**config.mk**
```make
export PLATFORM = sky130hd
export DESIGN_NAME = wdlt_ram
export DESIGN_NICKNAME = d
export VERILOG_FILES = /design/src/rtl/wdlt_ram.sv
export SDC_FILE = /design/constraint.sdc
export NUM_CORES = 1
export LEC_CHECK = 0
export CAP_MARGIN = 20
export CELL_PAD_IN_SITES_DETAIL_PLACEMENT = 0
export CELL_PAD_IN_SITES_GLOBAL_PLACEMENT = 1
export CORE_MARGIN = 2
export CORE_UTILIZATION = 40
export DETAILED_ROUTE_END_ITERATION = 10
export DONT_BUFFER_PORTS = 1
export GPL_TIMING_DRIVEN = 0
export PLACE_DENSITY_LB_ADDON = 0.1
export SETUP_SLACK_MARGIN = 0.15
export SKIP_LAST_GASP = 1
export SYNTH_ARGS = -nofsm -noshare
export SYNTH_HDL_FRONTEND = slang
export SYNTH_SLANG_ARGS = --single-unit
```
**constraint.sdc**
```tcl
create_clock -name clk -period 2.2 [get_ports clk]
set_input_delay 0.44 -clock clk [delete_from_list [all_inputs] [get_ports clk]]
set_output_delay 0.44 -clock clk [all_outputs]
set_load 0.03 [all_outputs]
```
**src/rtl/wdlt_ram.sv**
```systemverilog
`timescale 1ns / 1ps
// ----------------------------------------------------------------------------
// wdlt_ram: generic simple dual-port RAM
// One write port and one read port with registered, enabled read data.
// ----------------------------------------------------------------------------
module wdlt_ram #(
  parameter int WIDTH = 8,
  parameter int DEPTH = 16
) (
  input  logic                                       clk,
  input  logic                                       we,
  input  logic [((DEPTH > 1) ? $clog2(DEPTH) : 1)-1:0] waddr,
  input  logic [WIDTH-1:0]                           wdata,
  input  logic                                       re,
  input  logic [((DEPTH > 1) ? $clog2(DEPTH) : 1)-1:0] raddr,
  output logic [WIDTH-1:0]                           rdata
);

  logic [WIDTH-1:0] mem [DEPTH];

  always_ff @(posedge clk) begin
    if (we) begin
      mem[waddr] <= wdata;
    end
    if (re) begin
      rdata <= mem[raddr];
    end
  end

endmodule

```
# Word level (Yosys, flattened, before mapping)
# Memories as Yosys holds them, arrays and structs flattened. A register that Yosys moved wholly into a read port is not among the register bits.
# Cells that the tools add are included.
[totals] romBits=0 latch_bits=0 out_inout_bits=8 ff_bits=0 n_memories=1 in_bits=19 mem_bits_rw=128
[classes] n_reduce_logical=0 addsub=0 eq_ne=0 n_mul=0 div_mod_pow=0 order_cmp=0 n_shift=0 muxes=2 bitwise=0
[mem_list] name="mem" words=16 width=8 rd=1 rd_ports_with_merged_regs=1 wr=1 line="19" text="logic [WIDTH-1:0] mem [DEPTH];"
[op_table] operator="1-bit 2-to-1 mux" count=2

# Logic depth before layout (Yosys ltp)
# Gate-level depths: netlist of run 1.
[logic_depth] word_depth=2 ltp_mapped=5

# Worst setup path after synthesis of run 1
# OpenSTA, ideal clock, no wires.
[synth_timing] path_type="input -> register" from="input port waddr[2] (netlist name)" to="memory mem[0][0] (enable)" setup_time_ps=383 n_path_buf=0 cell_stages=2 path_slack_ps=267 arrival_ps=1550 path_cell_list="or3b_2 nor3_1"
[synth_lines] item="start, declared" line="12" text="input logic [((DEPTH > 1) ? $clog2(DEPTH) : 1)-1:0] waddr,"
[synth_lines] item="end, declared" line="19"
# No word-level cell before the write port.

# Final worst setup path of run 1
[layout_timing] from="input port waddr[2] (netlist name)" to="memory mem[0][3] (enable)"
# No word-level cell before the write port.

==> results.md, run 1 <==
Timing:
- For the pin with the worst max-slew slack, the measured transition is 834 ps.
- The number of pins exceeding their max-slew limit in the final report was 0.
- The number of endpoints with negative hold slack in the final report is 0.
- Counting I/O delays and the setup requirement, the final critical path takes ~1800 ps.
- The tightest hold path in the finished design has a slack of 126 ps.
- Dividing the final minimum period by the clock period gives 81.7%.
- The setup violation total in the final timing report is 0.
- Timing would allow up to 556 MHz.
- The maximum clock skew at final layout is 5.85 ps.
- Setup repair after global routing left no endpoint under its margin.
- The headroom to the max-slew limit is 44.2%.
- The worst path meets setup with 402 ps of slack.

Placed design:
- Once placement finished, the instance area stood at between 0.005 and 0.006 sq mm.
- The routability congestion estimate is 0.666.
- At the placement stage, the worst setup path has a slack of -53.1 ps.
- The HPWL after detailed placement is 6.66 mm.
- In this run the tool buffered the top-level ports with 0 buffer cells.

Layout:
- Summing all non-filler instances in the final layout gives an area of 0.00597 sq mm.
- The sequential cell area in the final layout is 0.00408 sq mm.
- The number of antenna diodes in the final layout is 0.
- The area taken by multi-input logic gates is 0.00106 sq mm.
- The count of fill cells added during filler insertion is 1070.
- The fraction of final layout cells with drive strength greater than 1 is 20.2%.
- The final layout contains 271 nets.
- The synthesis-to-layout area growth is 14.3%.

Critical path:
- The endpoint identified for the worst register-to-register timing path is rdata[0]$_DFFE_PP_.
- The data required time at the worst endpoint is between 2000 and 2500 ps.
- The startpoint identified for the worst register-to-register timing path is mem[5][0]$_DFFE_PP_.
- The critical path crosses 3 cells after its start point.
- Data on the critical path arrives at its endpoint at between 1500 and 2000 ps.
- The type of origin of the critical path is an input pin.
- The kind of end point of the critical path is a register.
- The number of cells on the worst reg-to-reg path is 3.
- Walking the worst path, the cells encountered are or3b_2 -> nor3_1 -> buf_2.
- The largest delay contributor family on the critical path is simple AND/OR/NAND/NOR gates.
- The critical-path maximum fanout is 5.
- On the critical path, the stage with the largest delay is an instance of sky130_fd_sc_hd__nor3_1.
- The count of buffering cells on the critical path with inverters included is 1.
- The worst stage delay on the critical path is 640 ps.
- The critical path start-end classification is input pin to register.
- The slack of the worst reg-to-reg path is 580 ps.

Routing:
- The routed wire length is just over 10 mm.
- The detailed router finished its first iteration with roughly 180 violations.
- The number of DRC violations after detailed routing is 0.
- Once detail routing completed, the nets flagged for antenna violations numbered 0.
- The iteration count of the initial detailed-routing pass is 4.
- The via count is 2283.
- The via density per instance is approximately 5.2.
- The post-detailed-route wirelength per cell is 23.2 microns.

Synthesis:
- The number of warnings printed during yosys synthesis is 0.
- Counting every net in the synthesized netlist gives 248.
- The mean instance size in the synthesized netlist is 22.8 sq um.
- The part of the Yosys area used for sequential elements is 78.1%.
- The number of different library cells used by synthesis comes to 18.
- Synthesis produced 229 cells.
- The synthesized netlist occupies a cell area of 0.00523 sq mm.
- The post-synthesis sequential element count is 136.

Pwr:
- The leakage component of the power is 1.92 nW.
- The switching part of the total is 18.8%.
- The sequential power share is 53.0%.
- Combinational logic burns 3.6% of the power.
- The maximum vdd drop is around 0.00041 V.
- The design draws between 5 and 6 mW.
- The internal power consumption is 4.54 mW.
- The power density over the cells is just over 900 mW/mm^2.
- The clock network accounts for between 40% and 50% of the total power.
- The total net switching power is 1.05 mW.

Clock network:
- The cell at the root of the clock tree is sky130_fd_sc_hd__clkbuf_16.
- The number of gates resized after CTS is 0.
- The maximum root-to-sink buffer count is 2.
- In this run, post-CTS hold repair placed 0 buffers.
- The number of clock sinks is 136.
- The H-tree was split into 4 levels.
- The number of buffers created by CTS is 17.
- The clock latency on the worst-skew pair is approximately 410 ps.
- After clock tree synthesis, the clock-pin slew on the worst setup and hold paths is 50 ps.
- TritonCTS built the clock tree.
- The number of setup buffers added after CTS is 0.

Global routing:
- The largest net degree at the start of global routing is 17.
- The total global-route track usage is 15.4%.
- The number of antenna violations at the first check in global routing came to 0.
- The number of global-route vias before repair was about 2300.
- The first global-routing pass estimated 14.7 mm of wire.
- The aggregate global routing overflow is 0.

Die:
- The initial core utilization is 41.3%.
- The die height is between 100 and 150 microns.
- The overall die area is 0.0140 sq mm.
- The area of the core is 0.0127 sq mm.
- The number of primary I/O pins is 27.
- The number of core rows is slightly above 40.
- Measured along the x axis, the die boundary spans 118 microns.

Min path:
- The worst hold path terminates at mem[6][6]$_DFFE_PP_.
- The origin of the worst min-delay path is wdata[6].
- The worst hold path passes through 0 cells.
- The worst min-delay path category is input pin to register.

Job:
- The count of max-cap constraint violations is 0.

Outcome:
- The flow ran to the end, and the final reports show no timing, DRC or antenna violations.
[metrics by stage]
stage / setup TNS [ps] / std cells / utilization [%]
detailed placement: -212 / 405 / 43.2
CTS: 0 / 435 / 47.1
global route: 0 / 435 / 47.1
floorplan: 0 / 229 / -
global placement: -2240 / 401 / 43.0
finish: 0 / 435 / 47.1
[power by group through the flow]
| stage | Combinational [mW] | Clock (mW) | Sequential (mW) |
|---|---|---|---|
| 3_5_place_dp | 0.206 | 0 | 3.02 |
| 6_report | 0.201 | 2.42 | 2.96 |
| 5_1_grt | 0.218 | 2.60 | 2.97 |
| 2_1_floorplan | 0.147 | 0 | 3.01 |
| 4_1_cts | 0.206 | 2.47 | 2.96 |
| 3_3_place_gp | 0.206 | 0 | 3.01 |
[logic make-up after synthesis]
| group | share of synthesized area (%) |
|---|---|
| flops | 78.1 |
| mux | 14.8 |
| simple gates | 3.14 |
| buf+inv | 1.65 |
| compound gates | 2.30 |
[layout make-up]
cell class                 instances  area share (%)
clock buffer                      23            7.50
sequential                       136            68.4
buffer                            10            1.45
multi-input combinational         83            17.7
tap                              172            3.60
timing repair buffer               4           0.461
clock inverter                     7           0.922
[cells in the final DEF (no fill, tap or decap), types with 2 or more instances in the layout]
cell                                n
sky130_fd_sc_hd__a22oi_1           16
sky130_fd_sc_hd__buf_2              4
sky130_fd_sc_hd__buf_4              4
sky130_fd_sc_hd__buf_6              3
sky130_fd_sc_hd__clkbuf_1           6
sky130_fd_sc_hd__clkbuf_16         17
sky130_fd_sc_hd__clkdlybuf4s25_2    3
sky130_fd_sc_hd__clkinv_1           4
sky130_fd_sc_hd__clkinv_2           2
sky130_fd_sc_hd__edfxtp_1         136
sky130_fd_sc_hd__mux4_1            14
sky130_fd_sc_hd__mux4_2            18
sky130_fd_sc_hd__nand2_1            9
sky130_fd_sc_hd__nand2b_1           2
sky130_fd_sc_hd__nand3b_1           2
sky130_fd_sc_hd__nor2_1            13
sky130_fd_sc_hd__nor3_1             4
[registers in the layout, indices dropped and copies added, names as in the netlist]
signal and flops:
rdata 8, mem 128
[worst max path at each step]
| stage | from | to |
|---|---|---|
| 6_report | waddr[2] | mem[0][3]$_DFFE_PP_ |
| 2_1_floorplan | waddr[2] | mem[0][0]$_DFFE_PP_ |
| 3_5_place_dp | waddr[2] | mem[0][7]$_DFFE_PP_ |
| 3_3_place_gp | waddr[2] | mem[0][7]$_DFFE_PP_ |
| 5_1_grt | waddr[2] | mem[0][7]$_DFFE_PP_ |
| 4_1_cts | waddr[2] | mem[0][3]$_DFFE_PP_ |
[routing by layer]
layer	part of all wire, %	global-route usage [%]	up-vias
met4	1.6	6.78	0
met5	0	0	-
li1	-	-	1021
met2	47	22.8	52
met3	4.3	4.68	12
met1	47	21.2	1198
[synthesized netlist by cell type (all sizes together)]
library cell / instances / area, sq um
or3b: 1 / 8.76
nand2: 9 / 33.8
nor3: 4 / 20.0
nor2b: 1 / 6.26
and2b: 1 / 7.51
mux4: 32 / 773
nand3b: 2 / 15.0
edfxtp: 136 / 4080
nand2b: 2 / 12.5
buf: 7 / 56.3
and2: 1 / 6.26
nor2: 13 / 48.8
clkdlybuf4s25: 3 / 30.0
a22oi: 16 / 120
nand3: 1 / 5.00
Note: power is estimated with default switching activity, not from simulation.
==> run 2: changes to the inputs <==
clock period = 1.7 ns   (was 2.2 ns; I/O delays follow)
==> run 2 against run 1 <==
- count of clock-buffer cells in the layout fell by 1
- clock skew fell by 2.2 ps
- highest routed layer unchanged
- hold slack worse by 100 ps
- final cell count increased by 2.1%
- final area up 1.1%
- largest power group unchanged
- first-iteration DRC count down 23%
- critical path depth stayed put
- die area did not move
==> results.md, run 2 (synthesis gave the netlist of run 1 again) <==
Timing:
- The worst path meets setup with ~200 ps of slack.
- The sum of negative setup slack is 0 ps.
- Across all hold checks on the routed design, the worst slack comes to 26.6 ps.
- The maximum clock frequency is 668 MHz.
- The transition time at the pin with the least slew margin is just over 800 ps.
- The maximum clock skew at final layout is roughly 3.6 ps.
- The routed design could run at a clock period as short as 1500 ps.
- Setup repair after global routing left no endpoint under its margin.
- The number of pins exceeding their max-slew limit in the final report is 0.
- Setup violations remaining at the end of the flow were counted as 0.
- The worst pin sits at a relative slew slack of a little under half.
- The number of endpoints with negative hold slack in the final report is 0.
- The final period utilization is 88.0%.

Pwr:
- The switching part of the total is 19.5%.
- The maximum vdd drop is 0.000530 V.
- The total net switching power is 1.39 mW.
- The internal power of the cells totals between 5 and 6 mW.
- The sequential power share is 53.8%.
- The part of the power in the clock network is 41.8%.
- Combinational logic is responsible for 4.4% of the overall power.
- The power density over the cells is 1180 mW/mm^2.
- The leakage component of the power is 1.90 nW.

Layout:
- The register with the most flip-flops in the layout has 128 of them.
- The final cell count without fillers is ~440.
- The most common cell after layout, fill and taps aside is sky130_fd_sc_hd__edfxtp_1.
- Leaving out fill and tap cells, the most frequent cells in the layout are sky130_fd_sc_hd__edfxtp_1, sky130_fd_sc_hd__mux4_2, sky130_fd_sc_hd__clkbuf_16, sky130_fd_sc_hd__a22oi_1, sky130_fd_sc_hd__nor2_1.
- More flip-flops sit in one register than any other, and that register is mem.
- In the final layout, the registers with the most flip-flops are mem (128), rdata (8).
- The count of inserted antenna diode cells is 0.
- At the end of the flow, the number of nets in the layout was 279.
- From synthesis to final layout, the design area changed by 15.5%.
- Cells with a size suffix above 1 make up roughly 24% of the layout.

Clock network:
- The clock passes through at most 2 buffers.
- The post-CTS setup buffer count is 0.
- TritonCTS built the clock tree.
- The number of clock sinks is ~140.
- Clock tree synthesis selected as its root buffer the cell sky130_fd_sc_hd__clkbuf_16.
- The later pin in the worst-skew pair is clocked with a latency of just over 400 ps.
- The H-tree generated during clock tree synthesis spans 4 levels.
- Buffers inserted during clock tree synthesis total 17.
- The clock edge transition at the registers on the reported setup and hold paths is around 50 ps.

Routing:
- The routed layout has 2324 vias.
- After the first detailed-routing iteration, the DRC count stood at between 100 and 150.
- The iteration count of the initial detailed-routing pass is 6.
- The routed design has roughly 11 mm of wire.
- The residual antenna-violating net count after detailed routing is 0.
- For this run, design rule violations remaining after detail routing come to 0.
- The via density per instance is 5.23.
- The post-detailed-route wirelength per cell is 23.7 microns.

Critical path:
- The kind of end point of the critical path is a register.
- The data required time at the worst endpoint is between 1500 and 2000 ps.
- For the worst setup path, the data arrival time is 1640 ps.
- The critical-path maximum fanout is 1.
- The worst setup path is of the register to register kind.
- The worst register-to-register path has a setup slack of about 200 ps.
- The type of origin of the critical path is a register.
- The end of the worst register-to-register path is rdata[0]$_DFFE_PP_.
- The number of cells on the worst reg-to-reg path is 3.
- The origin of the critical flop-to-flop path is mem[2][0]$_DFFE_PP_.

Global routing:
- In the global route stage, overall resource usage came out at 15.9%.
- The number of antenna violations at the first check in global routing came to 0.
- The first global-routing pass estimated between 15 and 20 mm of wire.
- The largest net degree at the start of global routing is 17.
- After global routing the overflow that remains totals 0.
- The number of global-route vias before repair is approximately 2300.

Die:
- The area of the core is 0.0127 sq mm.
- The die height is 118 microns.
- 27 I/O pins were placed.
- The number of core rows is 41.
- The initial core utilization is 41.3%.
- The floorplan step set the die width to 118 microns.
- The overall die area is 0.0140 sq mm.

Placed design:
- The HPWL after detailed placement is 6.56 mm.
- In this run, placement finished with an instance count of 404.
- The routability congestion estimate is around 0.68.
- The number of I/O port buffers is 0.
- The worst setup slack before clock tree synthesis is -246 ps.

Min path:
- The end point of the worst hold path is mem[15][5]$_DFFE_PP_.
- The worst hold path belongs to the class input pin to register.
- The cell depth of the worst min-delay path is 0.
- In this run the most critical hold path is launched from wdata[5].

Outcome:
- The run finished with clean final reports.

Job:
- The count of max-cap constraint violations is 0.
run 2: per-layer routing:
metal / global-route usage [%] / part of all wire (%) / wire [microns] / up-vias
met1: 22.5 / 46 / 4850 / 1213
met5: 0 / 0 / 0 / -
met3: 5.60 / 6.0 / 632 / 11
met2: 22.5 / 47 / 4950 / 69
met4: 6.55 / 0.97 / 102 / 0
li1: - / - / - / 1031
run 2: worst max path at each step:
stage / start / endpoint / cells after the start
global route: mem[6][0]$_DFFE_PP_ / rdata[0]$_DFFE_PP_ / 3
global placement: waddr[2] / mem[8][3]$_DFFE_PP_ / 2
finish: mem[2][0]$_DFFE_PP_ / rdata[0]$_DFFE_PP_ / 3
detailed placement: waddr[2] / mem[1][7]$_DFFE_PP_ / 2
CTS: mem[0][0]$_DFFE_PP_ / rdata[0]$_DFFE_PP_ / 3
floorplan: waddr[2] / mem[3][0]$_DFFE_PP_ / 2
run 2: critical path: stages, from the launching register on:
cell                       delay, ps
sky130_fd_sc_hd__edfxtp_1        360
sky130_fd_sc_hd__mux4_1          510
sky130_fd_sc_hd__a22oi_2         250
sky130_fd_sc_hd__nand2_1         110
run 2: timing repair:
action                                 4_1_cts  5_1_grt
setup endpoints to repair                    1       17
pin swaps                                    0        1
endpoints found under the hold margin        0       36
resized for setup                            1        2
hold buffers                                 0        9
run 2: per-stage QoR:
step	power, mW	instance area (sq um)	utilization [%]
after floorplan	4.10	5220	-
after global placement	4.18	5440	42.9
after detailed placement	4.19	5460	43.1
after CTS	7.19	5940	46.9
after global routing	7.40	6040	47.7
final	7.13	6040	47.7
run 2: power groups by stage:
stage	Clock [mW]	Sequential [mW]	Combinational, mW
floorplan	0	3.90	0.207
global placement	0	3.90	0.284
detailed placement	0	3.90	0.285
CTS	3.06	3.84	0.287
global route	3.23	3.84	0.337
finish	2.98	3.84	0.315
run 2: cell type report:
cell class / count / area, sq um
fill: 1090 / 6630
sequential: 136 / 4080
multi-input combinational: 83 / 1030
clock buffer: 22 / 444
tap: 172 / 215
buffer: 10 / 120
timing repair buffer: 12 / 113
clock inverter: 9 / 35.0
==> run 3: changes to the inputs <==
ABC_AREA = 1   (was unset)
CAP_MARGIN = unset   (was 20)
CORE_UTILIZATION = 50   (was 40)
==> run 3 against run 2 <==
- routed wire length is 37% higher
- non-clock buffer count is 10 higher
- maximum frequency is 8.8% higher
- sequential power hardly changed
- total power is 12% higher
- via count is 61% higher
==> results.md, run 3 <==
Timing:
- At the pin with the least slew margin, the transition time is 994 ps.
- Static timing analysis puts the maximum clock frequency at 727 MHz.
- The time the worst path needs with I/O delays and setup is approximately 1400 ps.
- The number of pins exceeding their max-slew limit in the final report is 0.
- The sum of negative setup slack is 0 ps.
- After layout, the worst path uses 80.9% of the clock period.
- The number of endpoints with negative hold slack in the final report was 0.
- The headroom to the max-slew limit is between 30% and 40%.
- Setup repair after global routing left no endpoint under its margin.
- The setup violation total in the final timing report is 0.
- For the final database, setup skew stands at 10.3 ps.

Die:
- The floorplan has 39 rows.
- The die extent in x is 112 microns.
- The number of primary I/O pins is 27.
- The area of the core is 0.0114 sq mm.
- The die height is 112 microns.
- The floorplan step defined a die boundary enclosing 0.0126 sq mm.
- Once the floorplan was initialized, standard cells occupied approximately 51% of the core.

Synthesis:
- The mean instance size in the synthesized netlist is 10.6 sq um.
- The post-synthesis cell type count is 11.
- The commonest cells after synthesis are sky130_fd_sc_hd__nand2_1, sky130_fd_sc_hd__edfxtp_1, sky130_fd_sc_hd__inv_1.
- Yosys mapped a number of flops with a built-in enable equal to 136.
- By area, the combinational part of the netlist is dominated by simple AND/OR/NAND/NOR gates.
- After synthesis, the share of cell area in mux cells is 0%.
- The predominant post-synthesis flop cell is sky130_fd_sc_hd__edfxtp_1.
- The part of the Yosys area used for sequential elements is around 70%.
- The most common cell in the synthesized netlist is sky130_fd_sc_hd__nand2_1.
- The area share of the largest cell type after synthesis is 69.8%.
- Summed over all instances, the cell type with the most area after synthesis is sky130_fd_sc_hd__edfxtp_1.
- Summing the areas of all fa, ha and maj instances in the mapped netlist gives 0% of the synthesized area.
- Yosys attributes the largest share of cell area to sky130_fd_sc_hd__edfxtp_1, sky130_fd_sc_hd__nand2_1, sky130_fd_sc_hd__nand3_1.
- The xor and xnor area share after synthesis is 0%.
- The share of the synthesized area in compound gates (AO/OA/AOI/OAI) is 0%.
- The share of flip-flops with an asynchronous set or reset after synthesis is 0%.
- The number of cells produced by synthesis is 551.
- The synthesized cell area is 0.00585 sq mm.
- Counting every net in the synthesized netlist gives 570.
- Yosys printed 0 warnings.
- The post-synthesis sequential element count is between 100 and 150.
- Summing the areas of all and, or, nand and nor instances in the mapped netlist gives approximately 21% of the synthesized area.

Critical path:
- The critical path start-end classification is input pin to register.
- The origin of the critical flop-to-flop path is mem[11][4]$_DFFE_PP_.
- The critical-path maximum fanout is 8.
- The signal arrival time at the worst endpoint is 1420 ps.
- The data required time at the worst endpoint is 1740 ps.
- The kind of cell with the highest combined delay along the critical path is simple AND/OR/NAND/NOR gates.
- The kind of end point of the critical path is a register.
- The type of origin of the critical path is an input pin.
- The count of buffering cells on the critical path with inverters included is 0.
- The slowest cell on the critical path is sky130_fd_sc_hd__nor2_1.
- The origin of the worst setup path is waddr[3].
- Traced cell by cell, the critical path runs through nand3b_1 -> nor2_1.
- In this design, the stage delay of the slowest critical-path cell is 810 ps.

Min path:
- The origin of the worst min-delay path is wdata[6].
- The worst min-delay path category is input pin to register.

Routing:
- The routed wire length is around 14 mm.
- The first detailed-routing pass took 5 iterations.
- In the final routed layout, each cell accounts on average for 19.7 microns.
- The via density per instance is between 5 and 6.
- The residual antenna-violating net count after detailed routing is 0.
- The number of DRC violations after detailed routing is 0.
- The starting DRC count in detailed routing is 293.
- The routed layout has 3749 vias.

Layout:
- The library cell used most frequently in the layout, excluding fill and tap cells, is sky130_fd_sc_hd__nand2_1.
- The library cells used most frequently in the layout, excluding fill and tap cells, are sky130_fd_sc_hd__nand2_1, sky130_fd_sc_hd__edfxtp_1, sky130_fd_sc_hd__inv_1, sky130_fd_sc_hd__nand3_1.
- Relative to the synthesized area, the layout overhead comes to 14.5%.
- The count of cells in the finished layout, fillers not included, comes to between 700 and 800.
- For this run, the post-layout net count is 597.
- The register with the most flip-flops in the layout has 128 of them.
- The largest registers in the layout are mem (128), rdata (8).
- The fraction of final layout cells with drive strength greater than 1 is 8.81%.
- mem holds more flip-flops than any other register.
- The number of antenna diodes in the final layout is 0.

Pwr:
- Power spread over the standard cell area amounts to 1190 mW/mm^2.
- The internal power consumption is 6.33 mW.
- Of the total power, the clock network draws between 40% and 50%.
- The maximum vdd drop is 0.000675 V.
- Summed over all nets, the switching power comes to 1.64 mW.
- The total power of the final layout is 7.96 mW.
- Of the total power, registers draw between 40% and 50%.
- The leakage component of the power is approximately 2.9 nW.
- In this run switching power makes up 20.5% of total power.
- Combinational cells account for 5.3% of the total power.

Global routing:
- The largest net degree at the start of global routing is 17.
- The number of antenna violations at the first check in global routing is 0.
- The number of global-route vias before repair is 3430.
- The first global-routing pass estimated 21.2 mm of wire.
- Global routing used 23.9% of the available tracks across all layers.
- After global routing the overflow that remains totals 0.

Clock network:
- For the worst-skew pair, the clock arrives at the later sink with an insertion delay of 430 ps.
- The longest clock path from root to sink contains 2 buffers.
- The CTS tree is yes.
- The cell at the root of the clock tree is sky130_fd_sc_hd__clkbuf_16.
- The H-tree depth is 4.
- The number of clock sinks is 136.
- The clock edge transition at the registers on the reported setup and hold paths is 60 ps.
- In this run, CTS created clock tree buffers numbering 17.

Placed design:
- The placed instance count is 694.
- The number of I/O port buffers is 0.
- The congestion estimate from routability-driven global placement came to 0.850.
- The HPWL after detailed placement is about 9 mm.

Job:
- The tool flagged a number of max-cap violations equal to 0.

Outcome:
- The flow ran to the end, and the final reports show no timing, DRC or antenna violations.
[run 3: final cells by class]
type	count	area, sq um
multi-input combinational	289	1210
fill	952	4720
sequential	136	4080
tap	143	179
clock buffer	19	433
inverter	102	383
buffer	24	166
timing repair buffer	8	80.1
clock inverter	12	158
[run 3: path summary, 6_finish.rpt]
check	endpoint	slack (ps)	depth (start not counted)
setup / recovery	mem[7][2]$_DFFE_PP_	320	2
hold / removal	mem[10][6]$_DFFE_PP_	7	0
setup reg to reg	rdata[4]$_DFFE_PP_	500	6
hold reg to reg	rdata[1]$_DFFE_PP_	780	6
[run 3: power by group through the flow]
stage | Sequential (mW) | Clock (mW) | Combinational (mW)
floorplan | 3.90 | 0 | 0.265
global placement | 3.90 | 0 | 0.389
detailed placement | 3.90 | 0 | 0.393
CTS | 3.84 | 3.73 | 0.396
global route | 3.84 | 3.88 | 0.459
finish | 3.83 | 3.71 | 0.418
[run 3: metal layers]
metal,track usage [%],vias to the layer above,wire length (microns)
li1,-,1833,-
met1,35.8,1750,6460
met4,8.46,0,206
met3,5.29,14,1090
met5,0,-,0
met2,34.8,152,6670
[run 3: cell families after synthesis]
| logic type | count (synthesis) |
|---|---|
| flops | 136 |
| simple gates | 289 |
| buf+inv | 126 |
[run 3: timing repair]
action | in CTS | in global routing
setup endpoints to repair | 0 | 0
setup buffers | 0 | 0
gates resized for setup | 0 | 0
hold buffers | 0 | 8
endpoints found under the hold margin | 0 | 22
[run 3: stage by stage]
| stage | cell area, sq um | hold WS, ps | utilization (%) | setup slack, ps |
|---|---|---|---|---|
| floorplan | 5850 | 439 | - | 409 |
| global placement | 6030 | 440 | 52.8 | -3.95 |
| detailed placement | 6030 | 440 | 52.8 | -59.2 |
| CTS | 6620 | 3.30 | 57.9 | 381 |
| global route | 6700 | -0.240 | 58.6 | 299 |
| finish | 6700 | 6.79 | 58.6 | 324 |
